[src/rtl/core/bitmap_block_allocator_top_defines.svh]
// assertion macros for the block allocator
`ifndef BITMAP_BLOCK_ALLOCATOR_TOP_DEFINES_SVH
`define BITMAP_BLOCK_ALLOCATOR_TOP_DEFINES_SVH

`ifndef SYNTH

// checked outside reset, on clk_i
`define BBA_ASSERT(lbl, prop, msg) \
  lbl: assert property (@(posedge clk_i) disable iff (!rst_ni) prop) else $error(msg);

// checked at every edge, reset included
`define BBA_ASSERT_ALWAYS(lbl, prop, msg) \
  lbl: assert property (@(posedge clk_i) prop) else $error(msg);

`else

`define BBA_ASSERT(lbl, prop, msg)
`define BBA_ASSERT_ALWAYS(lbl, prop, msg)

`endif

`endif

[src/rtl/core/bba_pkg.sv]
`default_nettype none

package bba_pkg;

  localparam int unsigned MAX_BLOCKS_DEF = 1024;

  localparam int unsigned WORD_W   = 32;
  localparam int unsigned BIT_W    = 5;
  localparam int unsigned IDX_W    = 11;
  localparam int unsigned WIDX_W   = IDX_W - BIT_W;
  localparam int unsigned CNT_W    = 11;
  localparam int unsigned IN_IDX_W = 10;

  localparam int unsigned APB_AW = 3;
  localparam int unsigned APB_DW = 32;

  localparam logic [CNT_W-1:0] POOL_SIZE_RST = 11'd1024;

  typedef enum logic {
    REG_POOL_SIZE = 1'b0,
    REG_NONE      = 1'b1
  } reg_idx_e;

  typedef enum logic {
    KIND_ALLOC = 1'b0,
    KIND_FREE  = 1'b1
  } kind_e;

  typedef struct packed {
    kind_e               kind;
    logic [IN_IDX_W-1:0] block_index;
  } item_t;

  typedef struct packed {
    logic [IN_IDX_W-1:0] alloc_index;
    logic                alloc_found;
    logic                free_done;
    logic [CNT_W-1:0]    used_count;
  } result_t;

  typedef struct packed {
    logic clear;
    logic load;
    logic issue;
    logic alloc_commit;
    logic alloc_fail;
    logic free_rd;
    logic free_wr;
  } cmd_t;

  typedef struct packed {
    logic clr_last;
    logic hit;
    logic scan_end;
  } status_t;

endpackage

`default_nettype wire

[src/rtl/core/bba_ram.sv]
`default_nettype none

module bba_ram #(
  parameter int unsigned WIDTH  = 32,
  parameter int unsigned DEPTH  = 32,
  parameter int unsigned ADDR_W = (DEPTH > 1) ? $clog2(DEPTH) : 1
) (
  input  logic              clk_i,
  input  logic              we_i,
  input  logic [ADDR_W-1:0] waddr_i,
  input  logic [WIDTH-1:0]  wdata_i,
  input  logic [ADDR_W-1:0] raddr_i,
  output logic [WIDTH-1:0]  rdata_o
);

  logic [WIDTH-1:0] mem_q [DEPTH];

  always_ff @(posedge clk_i) begin
    if (we_i) begin
      mem_q[waddr_i] <= wdata_i;
    end
    rdata_o <= mem_q[raddr_i];
  end

endmodule

`default_nettype wire

[src/rtl/core/bba_ctrl.sv]
`default_nettype none

module bba_ctrl (
  input  logic            clk_i,
  input  logic            rst_ni,
  input  logic            start_i,
  input  bba_pkg::kind_e  kind_i,
  input  bba_pkg::status_t status_i,
  output bba_pkg::cmd_t   cmd_o,
  output logic            busy_o
);

`include "bitmap_block_allocator_top_defines.svh"

  typedef enum logic [4:0] {
    ST_CLEAR   = 5'b00001,
    ST_IDLE    = 5'b00010,
    ST_SCAN    = 5'b00100,
    ST_FREE_RD = 5'b01000,
    ST_FREE_WR = 5'b10000
  } state_e;

  state_e state_q, state_d;

  always_comb begin
    state_d = state_q;
    cmd_o   = '0;
    busy_o  = (state_q != ST_IDLE);
    unique case (state_q)
      ST_CLEAR: begin
        cmd_o.clear = 1'b1;
        if (status_i.clr_last) begin
          state_d = ST_IDLE;
        end
      end
      ST_IDLE: begin
        if (start_i) begin
          cmd_o.load = 1'b1;
          state_d    = (kind_i == bba_pkg::KIND_ALLOC) ? ST_SCAN : ST_FREE_RD;
        end
      end
      ST_SCAN: begin
        cmd_o.issue = 1'b1;
        if (status_i.hit) begin
          cmd_o.alloc_commit = 1'b1;
          state_d            = ST_IDLE;
        end else if (status_i.scan_end) begin
          cmd_o.alloc_fail = 1'b1;
          state_d          = ST_IDLE;
        end
      end
      ST_FREE_RD: begin
        cmd_o.free_rd = 1'b1;
        state_d       = ST_FREE_WR;
      end
      ST_FREE_WR: begin
        cmd_o.free_wr = 1'b1;
        state_d       = ST_IDLE;
      end
      default: begin
        state_d = ST_IDLE;
      end
    endcase
  end

  always_ff @(posedge clk_i or negedge rst_ni) begin
    if (!rst_ni) begin
      state_q <= ST_CLEAR;
    end else begin
      state_q <= state_d;
    end
  end

  `BBA_ASSERT_ALWAYS(a_busy_in_reset, !rst_ni |=> busy_o, "not busy after reset")

endmodule

`default_nettype wire

[src/rtl/core/bba_dp.sv]
`default_nettype none

module bba_dp #(
  parameter int unsigned MAX_BLOCKS = bba_pkg::MAX_BLOCKS_DEF
) (
  input  logic                               clk_i,
  input  logic                               rst_ni,
  input  bba_pkg::cmd_t                      cmd_i,
  input  logic [bba_pkg::CNT_W-1:0]          pool_size_i,
  input  bba_pkg::item_t                     item_i,
  output bba_pkg::status_t                   status_o,
  output logic                               done_o,
  output bba_pkg::result_t                   result_o
);

`include "bitmap_block_allocator_top_defines.svh"

  localparam int unsigned WORD_W = bba_pkg::WORD_W;
  localparam int unsigned BIT_W  = bba_pkg::BIT_W;
  localparam int unsigned IDX_W  = bba_pkg::IDX_W;
  localparam int unsigned WIDX_W = bba_pkg::WIDX_W;
  localparam int unsigned CNT_W  = bba_pkg::CNT_W;
  localparam int unsigned DEPTH  = (MAX_BLOCKS + WORD_W - 1) / WORD_W;
  localparam int unsigned AW     = (DEPTH > 1) ? $clog2(DEPTH) : 1;
  localparam int unsigned IDX_CAP = 1 << bba_pkg::IN_IDX_W;
  localparam int unsigned EFF_CAP = (MAX_BLOCKS > IDX_CAP) ? IDX_CAP : MAX_BLOCKS;
  localparam logic [IDX_W-1:0] MAX_EFF = IDX_W'(EFF_CAP);

  function automatic logic [AW-1:0] to_addr(input logic [WIDX_W-1:0] w);
    logic [31:0] t;
    t = 32'(w);
    return t[AW-1:0];
  endfunction

  // item and bookkeeping
  bba_pkg::item_t                  item_q;
  logic [bba_pkg::IN_IDX_W-1:0]    hint_q;
  logic [CNT_W-1:0]                cnt_q, cnt_d;
  logic [AW-1:0]                   clr_cnt_q;

  // scan issue and check stages
  logic [WIDX_W-1:0] iss_word_q;
  logic              iss_wrap_q;
  logic              iss_live_q;
  logic [WIDX_W-1:0] chk_word_q;
  logic              chk_wrap_q;
  logic              chk_final_q;
  logic              chk_valid_q;

  bba_pkg::result_t res_q;
  logic             done_q;

  logic [IDX_W-1:0]  eff;
  logic [IDX_W-1:0]  start_idx;
  logic [WIDX_W-1:0] start_word;
  logic [WIDX_W-1:0] last_word;
  logic              iss_final;

  logic [WORD_W-1:0] rd_data;
  logic [WORD_W-1:0] avail;
  logic [BIT_W-1:0]  hit_bit;
  logic [WORD_W-1:0] hit_oh;
  logic              hit;
  logic [IDX_W-1:0]  hit_idx;

  logic [WIDX_W-1:0] free_word;
  logic [WORD_W-1:0] free_oh;
  logic              free_ok;

  logic              ram_we;
  logic [AW-1:0]     ram_waddr;
  logic [WORD_W-1:0] ram_wdata;
  logic [AW-1:0]     ram_raddr;

  assign eff        = (pool_size_i > MAX_EFF) ? MAX_EFF : pool_size_i;
  assign start_idx  = ({1'b0, hint_q} < eff) ? {1'b0, hint_q} : '0;
  assign start_word = start_idx[IDX_W-1:BIT_W];
  assign last_word  = (eff == '0) ? '0 : WIDX_W'((eff - IDX_W'(1)) >> BIT_W);
  assign iss_final  = iss_wrap_q && (iss_word_q == start_word);

  // bits of the checked word that belong to this pass of the search
  always_comb begin
    logic [IDX_W-1:0] idx_v;
    for (int b = 0; b < WORD_W; b++) begin
      idx_v    = {chk_word_q, BIT_W'(b)};
      avail[b] = !rd_data[b] && (idx_v < eff) &&
                 (chk_wrap_q ? (idx_v < start_idx) : (idx_v >= start_idx));
    end
  end

  always_comb begin
    hit_bit = '0;
    for (int b = WORD_W - 1; b >= 0; b--) begin
      if (avail[b]) begin
        hit_bit = BIT_W'(b);
      end
    end
  end

  assign hit     = chk_valid_q && (avail != '0);
  assign hit_oh  = WORD_W'(1) << hit_bit;
  assign hit_idx = {chk_word_q, hit_bit};

  assign free_word = WIDX_W'(item_q.block_index >> BIT_W);
  assign free_oh   = WORD_W'(1) << item_q.block_index[BIT_W-1:0];
  assign free_ok   = ({1'b0, item_q.block_index} < eff) && ((rd_data & free_oh) != '0);

  assign status_o.clr_last = (clr_cnt_q == AW'(DEPTH - 1));
  assign status_o.hit      = hit;
  assign status_o.scan_end = chk_valid_q && chk_final_q && !hit;

  always_comb begin
    ram_we    = 1'b0;
    ram_waddr = clr_cnt_q;
    ram_wdata = '0;
    if (cmd_i.clear) begin
      ram_we = 1'b1;
    end else if (cmd_i.alloc_commit) begin
      ram_we    = 1'b1;
      ram_waddr = to_addr(chk_word_q);
      ram_wdata = rd_data | hit_oh;
    end else if (cmd_i.free_wr) begin
      ram_we    = free_ok;
      ram_waddr = to_addr(free_word);
      ram_wdata = rd_data & ~free_oh;
    end
  end

  assign ram_raddr = cmd_i.free_rd ? to_addr(free_word) : to_addr(iss_word_q);

  always_comb begin
    cnt_d = cnt_q;
    if (cmd_i.alloc_commit) begin
      cnt_d = cnt_q + CNT_W'(1);
    end else if (cmd_i.free_wr && free_ok) begin
      cnt_d = cnt_q - CNT_W'(1);
    end
  end

  bba_ram #(
    .WIDTH  (WORD_W),
    .DEPTH  (DEPTH),
    .ADDR_W (AW)
  ) u_map (
    .clk_i   (clk_i),
    .we_i    (ram_we),
    .waddr_i (ram_waddr),
    .wdata_i (ram_wdata),
    .raddr_i (ram_raddr),
    .rdata_o (rd_data)
  );

  always_ff @(posedge clk_i or negedge rst_ni) begin
    if (!rst_ni) begin
      hint_q      <= '0;
      cnt_q       <= '0;
      clr_cnt_q   <= '0;
      iss_live_q  <= 1'b0;
      chk_valid_q <= 1'b0;
      done_q      <= 1'b0;
    end else begin
      cnt_q       <= cnt_d;
      done_q      <= cmd_i.alloc_commit || cmd_i.alloc_fail || cmd_i.free_wr;
      chk_valid_q <= cmd_i.issue && iss_live_q && !hit;
      if (cmd_i.clear) begin
        clr_cnt_q <= clr_cnt_q + AW'(1);
      end
      if (cmd_i.load) begin
        iss_live_q <= 1'b1;
      end else if (cmd_i.issue && iss_live_q) begin
        iss_live_q <= !iss_final;
      end
      if (cmd_i.alloc_commit) begin
        hint_q <= hit_idx[bba_pkg::IN_IDX_W-1:0];
      end else if (cmd_i.alloc_fail) begin
        hint_q <= '0;
      end
    end
  end

  always_ff @(posedge clk_i) begin
    if (cmd_i.load) begin
      item_q     <= item_i;
      iss_word_q <= start_word;
      iss_wrap_q <= 1'b0;
    end else if (cmd_i.issue) begin
      if (iss_word_q == last_word) begin
        iss_word_q <= '0;
        iss_wrap_q <= 1'b1;
      end else begin
        iss_word_q <= iss_word_q + WIDX_W'(1);
      end
    end
    chk_word_q  <= iss_word_q;
    chk_wrap_q  <= iss_wrap_q;
    chk_final_q <= iss_final;
    if (cmd_i.alloc_commit) begin
      res_q.alloc_index <= hit_idx[bba_pkg::IN_IDX_W-1:0];
      res_q.alloc_found <= 1'b1;
      res_q.free_done   <= 1'b0;
      res_q.used_count  <= cnt_d;
    end else if (cmd_i.alloc_fail || cmd_i.free_wr) begin
      res_q.alloc_index <= '0;
      res_q.alloc_found <= 1'b0;
      res_q.free_done   <= cmd_i.free_wr && free_ok;
      res_q.used_count  <= cnt_d;
    end
  end

  assign done_o   = done_q;
  assign result_o = res_q;

  `BBA_ASSERT(a_commit_clear_bit, cmd_i.alloc_commit |-> ((rd_data & hit_oh) == '0), "allocated bit already set")
  `BBA_ASSERT(a_cnt_source, (cnt_q != $past(cnt_q)) |-> ($past(cmd_i.alloc_commit) || $past(cmd_i.free_wr)), "count moved without a transaction")

endmodule

`default_nettype wire

[src/rtl/core/bitmap_block_allocator_top.sv]
`default_nettype none
// allocate: the search walks the 32-bit map words covering the pool, starting at the hint and wrapping,
// one word checked per cycle through the map memory read port
// free: one read and one write of the map word before done_o
// busy falls with done_o, so no new transaction is taken before the last is done; no stall
// after reset the map is cleared one word a cycle, busy high meanwhile

module bitmap_block_allocator_top #(
  parameter int unsigned MAX_BLOCKS = bba_pkg::MAX_BLOCKS_DEF
) (
  input  logic                         clk_i,
  input  logic                         rst_ni,
  input  logic                         psel,
  input  logic                         penable,
  input  logic                         pwrite,
  input  logic [bba_pkg::APB_AW-1:0]   paddr,
  input  logic [bba_pkg::APB_DW-1:0]   pwdata,
  output logic [bba_pkg::APB_DW-1:0]   prdata,
  output logic                         pready,
  input  logic                         start,
  output logic                         busy,
  input  bba_pkg::item_t               item_i,
  output logic                         done_o,
  output bba_pkg::result_t             result_o
);

`include "bitmap_block_allocator_top_defines.svh"

  logic [bba_pkg::CNT_W-1:0] pool_size_q;
  bba_pkg::reg_idx_e         reg_idx;
  logic                      cfg_wr;

  bba_pkg::cmd_t    cmd;
  bba_pkg::status_t status;

  assign pready  = 1'b1;
  assign reg_idx = bba_pkg::reg_idx_e'(paddr[2]);
  assign cfg_wr  = psel && penable && pwrite && pready;

  always_comb begin
    prdata = '0;
    unique case (reg_idx)
      bba_pkg::REG_POOL_SIZE: prdata = bba_pkg::APB_DW'(pool_size_q);
      default:                prdata = '0;
    endcase
  end

  always_ff @(posedge clk_i or negedge rst_ni) begin
    if (!rst_ni) begin
      pool_size_q <= bba_pkg::POOL_SIZE_RST;
    end else if (cfg_wr && (reg_idx == bba_pkg::REG_POOL_SIZE)) begin
      pool_size_q <= pwdata[bba_pkg::CNT_W-1:0];
    end
  end

  bba_ctrl u_ctrl (
    .clk_i    (clk_i),
    .rst_ni   (rst_ni),
    .start_i  (start),
    .kind_i   (item_i.kind),
    .status_i (status),
    .cmd_o    (cmd),
    .busy_o   (busy)
  );

  bba_dp #(
    .MAX_BLOCKS (MAX_BLOCKS)
  ) u_dp (
    .clk_i       (clk_i),
    .rst_ni      (rst_ni),
    .cmd_i       (cmd),
    .pool_size_i (pool_size_q),
    .item_i      (item_i),
    .status_o    (status),
    .done_o      (done_o),
    .result_o    (result_o)
  );

  `BBA_ASSERT(a_done_single, done_o |=> !done_o, "result strobe longer than one cycle")
  `BBA_ASSERT(a_done_after_busy, done_o |-> $past(busy), "result without a transaction in flight")

endmodule

`default_nettype wire
[config.mk]
export PLATFORM = sky130hd
export DESIGN_NAME = bitmap_block_allocator_top
export DESIGN_NICKNAME = d
export VERILOG_FILES = /design/src/rtl/core/bba_pkg.sv /design/src/rtl/core/bba_ram.sv /design/src/rtl/core/bba_ctrl.sv /design/src/rtl/core/bba_dp.sv /design/src/rtl/core/bitmap_block_allocator_top.sv
export VERILOG_INCLUDE_DIRS = /design/src /design/src/rtl/core
export SDC_FILE = /design/constraint.sdc
export NUM_CORES = 2
export LEC_CHECK = 0
export BUFFER_PORTS_ARGS = -buffer_cell sky130_fd_sc_hd__buf_2
export CAP_MARGIN = 20
export CORE_ASPECT_RATIO = 2
export CORE_MARGIN = 4
export CORE_UTILIZATION = 60
export CTS_CLUSTER_SIZE = 40
export DETAILED_ROUTE_END_ITERATION = 8
export PLACE_DENSITY = 0.86
export SYNTH_ARGS = -nofsm -noshare
export SYNTH_HDL_FRONTEND = slang
export SYNTH_HIERARCHICAL = 1
export SYNTH_SLANG_ARGS = --single-unit
[constraint.sdc]
create_clock -name clk_i -period 25.9 [get_ports clk_i]
set_input_delay 7.77 -clock clk_i [delete_from_list [all_inputs] [get_ports clk_i]]
set_output_delay 7.77 -clock clk_i [all_outputs]
set_load 0.02 [all_outputs]
**Word-level counts from Yosys, hierarchy flattened**

Memories as Yosys holds them, arrays and structs flattened. A register that Yosys moved wholly into a read port is not among the register bits.
Index checks and enable logic that the tools add are counted.

- Bits of input ports: 52
- Bits in writable memories: 1024
- Register bits: 93
- Logic and storage cells: 369
- Output and inout port bits: 58
- Memories kept: 1

- Add/sub/neg operators: 5
- $lt $le $gt $ge: 99
- Equality and inequality tests: 12
- Shift operators: 2
- Mux-type cells: 106
- Bitwise gates (word level): 5
- Reduce and logical (&&, ||, !) cells: 121

Memory list:

| name | words | width | read ports | clocked after memory_dff | write ports | line | source |
|---|---|---|---|---|---|---|---|
| u_dp.u_map.mem_q | 32 | 32 | 1 | 1 | 1 | bba_ram.sv:16 | `logic [WIDTH-1:0] mem_q [DEPTH];` |

Operator list:

| operator | number |
|---|---|
| $lt A11 B11 Y1 | 64 |
| $ge A11 B11 Y1 | 32 |
| $mux W5 | 40 |
| $mux W32 | 3 |
| $logic_and A1 B1 Y1 | 75 |
| $and A32 B32 Y32 | 2 |
| $reduce_bool A32 Y1 | 2 |
| $shl A1 B5 Y32 const A | 2 |
| $mux W1 | 47 |
| $mux W23 | 2 |
| $mux W11 | 4 |
| $logic_not A1 Y1 | 34 |
| $not A32 Y32 | 1 |
| $or A32 B32 Y32 | 1 |
| $mux W10 | 3 |
| $mux W6 | 4 |
| $lt A10 B11 Y1 | 2 |
| $sub A11 B1 Y11 const B | 2 |
| $pmux W5 S4 | 1 |
| $eq A6 B6 Y1 | 2 |
| $add A11 B1 Y11 const B | 1 |
| $gt A11 B11 Y1 const B | 1 |
| $logic_not A11 Y1 | 1 |
| $eq A5 B5 Y1 const B | 2 |
| 16 further kinds | 22 |

**Depth between registers and ports, before layout**

- Depth after elaboration: 43
- Gate-level depth with buffers: 37
- Gate-level depth less buffers: 30

**Hierarchy**

Netlist, hierarchy kept.

Modules (own cells, without submodules):

| module | area each (um2) | times used | seq. area each (um2) | cells each |
|---|---|---|---|---|
| bba_ram | 40492.6 | 1 | 31390.1 | 2260 |
| bba_dp | 8112.8 | 1 | 2057.0 | 1036 |
| bitmap_block_allocator_top | 719.4 | 1 | 276.5 | 60 |
| bba_ctrl | 290.3 | 1 | 126.4 | 32 |

**Worst setup path after synthesis**

Ideal clock, no wire load.

- Path kind: input -> output
- Start point: in paddr[2] (netlist name)
- End point: out prdata[0] (netlist name)
- Stages: 2
- Path buffers: 1
- Slack: 9.847 ns
- Required time: 18.130 ns
- Arrival: 8.283 ns
- Cell sequence: clkbuf_1 > nor2b_1

- Longest elaborated chain between the ends: 1

Ends and longest elaborated chain:

| item | line | source |
|---|---|---|
| start: declaration | bitmap_block_allocator_top.sv:16 | `input logic [bba_pkg::APB_AW-1:0] paddr,` |
| $mux W11 | bitmap_block_allocator_top.sv:42 | `unique case (reg_idx)` |
| end: declaration | bitmap_block_allocator_top.sv:18 | `output logic [bba_pkg::APB_DW-1:0] prdata,` |

Every way passes these cells.

**Worst setup path in the final report**

- Start point: in paddr[2] (netlist name)
- End point: out prdata[8] (netlist name)

The elaborated chain is that of the path after synthesis.

==> flow_summary.ini <==
[floorplan]
initial_core_util_pct = 60.8
row_count = 148
core-area_mm2 = 0.0817
die_w_um = 211
die-area_mm2 = 0.0876
die_h_um = 415
pin_count = 110

[global_routing]
grt_overflow = 0
antenna_found_initial = 2
track_usage_pct = 31.5
grt_pass1_vias = 31700
grt_pass1_wl_um = 202000
grt_max_degree = 130

[logic_synthesis]
synthCells = 3388
netlist_area_mm2 = 0.0496
synth_top_area_share_pct = 64.2
async_flop_share_pct = 3.92
avgSynthCellArea_um2 = 14.6
synth_edf_count = 1061
synth.most_common_cell = edfxtp_1
yosysWarnings = 6
ys.flop_type = edfxtp_1
synthTopCellsByArea = edfxtp_1, mux2i_1, dfrtp_1
yosys.area.top_type = edfxtp_1
yosys_register_bits = 1149
yosysSeqAreaShare_pct = 68.2
synth_common_cells = edfxtp_1, mux2i_1, nand2_1
synth_cell_types = 93

[finish]
layout.nets = 3533
drive_gt1_share_pct = 12.7
fillCellCount = 5149
area_delta_synth_final_pct = 10.1
instances_no_fill = 4569
design_area_mm2 = 0.0546

[clocking]
clk_pin_slew_ns = 0.07
post_cts_buffers = 0
cts-root-buf = clkbuf_16
cts_buffers = 88
cts_tree = yes
clk_path_buf_depth = 3
cts.hold.buffers_added = 0
clkSinkCount = 1149
htree_levels = 3
post_cts_resized = 0
clk_latency_ns = 0.70

[timing]
min_period_over_period_pct = 62.2
rsz0062_at_grt = false
finalSetupTns_ns = 0
tightest_slew_ns = 1.21
skew_ns = 0.0328
setup_viol = 0
fmax_ghz = 0.0621
relSlewSlack_pct = 19.2
maxSlewViolCount = 0
hold_violations = 0
holdWs_ns = 0.367
min_period_ns = 16.12

[setup_path]
critPathKind = input port to output pin
critPathCaptureType = output pin
critical_path.max_stage_delay_ns = 0.22
critical-path-slowest-cell = buf_2
start_kind = input port
crit_chain = buf_2 > and2b_1 > buf_2
path_buf_inv = 2
crit_fanout = 12
crit_top_cell = buf_2
crit_arrival_ns = 8.35
path_delay_family = buffers and inverters
required_ns = 18.13

[route]
ant_nets = 0
first_pass_iters = 7
drc_errors = 0
totalWireLength_um = 142000
first_iter_violations = 3937
via_per_inst = 6.91
routedWlPerCell_um = 31.1
vias = 31600

[pwr]
pwr_density_cell_mw_per_mm2 = 106
power_mw = 5.79
p_leak_nw = 20.8
ir_drop_v = 0.000172

[placed_design]
io_buffers = 64
dp_hpwl_um = 83000
place_congestion = 1.05
placed_area_mm2 = 0.0514
placed_cells = 4384

[min_path]
hold_class = register to register

[run]
maxCapViolCount = 0

[outcome]
status = finished, final reports clean
-- placed cells by master, fill, tap and decap left out, types with 18 or more instances in the layout --
| cell | n |
|---|---|
| buf_2 | 66 |
| dfxtp_1 | 43 |
| and3_1 | 19 |
| nor2_4 | 35 |
| nor3_1 | 61 |
| a21oi_1 | 169 |
| nand3_1 | 140 |
| a22o_1 | 69 |
| nor2_1 | 75 |
| o31ai_4 | 18 |
| a21o_1 | 21 |
| and2_1 | 23 |
| conb_1 | 22 |
| ha_1 | 37 |
| dfrtp_1 | 43 |
| buf_4 | 77 |
| nand2b_1 | 26 |
| inv_1 | 26 |
| nand2_1 | 206 |
| clkbuf_1 | 22 |
| or3b_2 | 23 |
| a31oi_1 | 53 |
| o21ai_0 | 53 |
| clkbuf_16 | 94 |
| xnor2_1 | 29 |
| nor2b_1 | 32 |
| a22oi_1 | 106 |
| edfxtp_1 | 1061 |
| mux2i_1 | 517 |
| nand4_1 | 18 |
-- area by class of cell --
type	instances	area (µm²)	area share (%)
flip-flops and latches	1149	33900	62.0
diodes	2	5.00	0.00916
inverters	28	105	0.192
well taps	1050	1310	2.41
repair buffers	165	1320	2.41
clock inverters	44	473	0.866
clock buffers	119	2420	4.43
multi-input cells	2012	15100	27.7
-- per-stage QoR --
step	utilization, %	setup slack [ns]
2_1_floorplan	-	9.85
5_1_grt	66.9	9.75
6_report	66.9	9.78
4_1_cts	66.5	9.78
3_3_place_gp	62.9	9.79
3_5_place_dp	62.9	9.79
-- power breakdown --
group / total, mW / internal [mW] / switching, mW
combinational: 2.19 / 0.735 / 1.45
clock: 1.38 / 0.734 / 0.643
sequential: 2.22 / 2.10 / 0.124
total: 5.79 / 3.57 / 2.22
-- final timing paths --
kind / startpoint / to / slack, ns / depth (start not counted)
min: u_dp/iss_wrap_q / u_dp/chk_wrap_q / 0.37 / 0
min reg2reg: u_dp/iss_wrap_q / u_dp/chk_wrap_q / 0.37 / 0
max: paddr[2] / prdata[8] / 9.78 / 3
max in group asynchronous: rst_ni / u_dp/hint_q[0] / 18.27 / 2
min in group asynchronous: rst_ni / pool_size_q[9] / 7.18 / 2
max reg2reg: pool_size_q[10] / u_dp/u_map/mem_q[13][27] / 14.41 / 27
-- logic make-up (layout without fill, tap and decap cells) --
family,Yosys count,in the layout,share of synthesized area [%]
flops,1149,1149,68.2
simple gates,744,744,7.64
compound gates,630,630,8.77
mux,538,538,11.0
buf+inv,247,356,2.71
xor+xnor,41,41,0.724
fa+ha+maj,37,37,0.933
other cells,2,24,0.0151
-- sequential cells by signal (all words and copies together), names as in the netlist --
name,count
pool_size_q,11
u_ctrl/state_q,5
u_dp/chk_final_q,1
u_dp/chk_valid_q,1
u_dp/chk_word_q,6
u_dp/chk_wrap_q,1
u_dp/clr_cnt_q,5
u_dp/cnt_q,11
u_dp/done_o,1
u_dp/free_word,5
u_dp/hint_q,10
u_dp/iss_live_q,1
u_dp/iss_word_q,6
u_dp/iss_wrap_q,1
u_dp/item_q,5
u_dp/result_o,23
u_dp/u_map/mem_q,1024
u_dp/u_map/rdata_o,32
-- worst reg2reg max path: cells and delay by family (launching register included) --
family | cells | cell delay, ns
compound gates | 6 | 2.28
fa+ha+maj | 2 | 0.63
buf+inv | 5 | 1.59
flops | 1 | 0.81
simple gates | 14 | 5.81
-- metal layers --
layer  vias to the layer above  track usage [%]  part of all wire, %
met5                         -                0                    0
met4                         0             25.9                   10
met3                       670             6.28                  9.6
met2                      2308             54.3                   51
met1                     15400             32.6                   29
li1                      13200                -                    -
(Power assumes the default switching activity.)
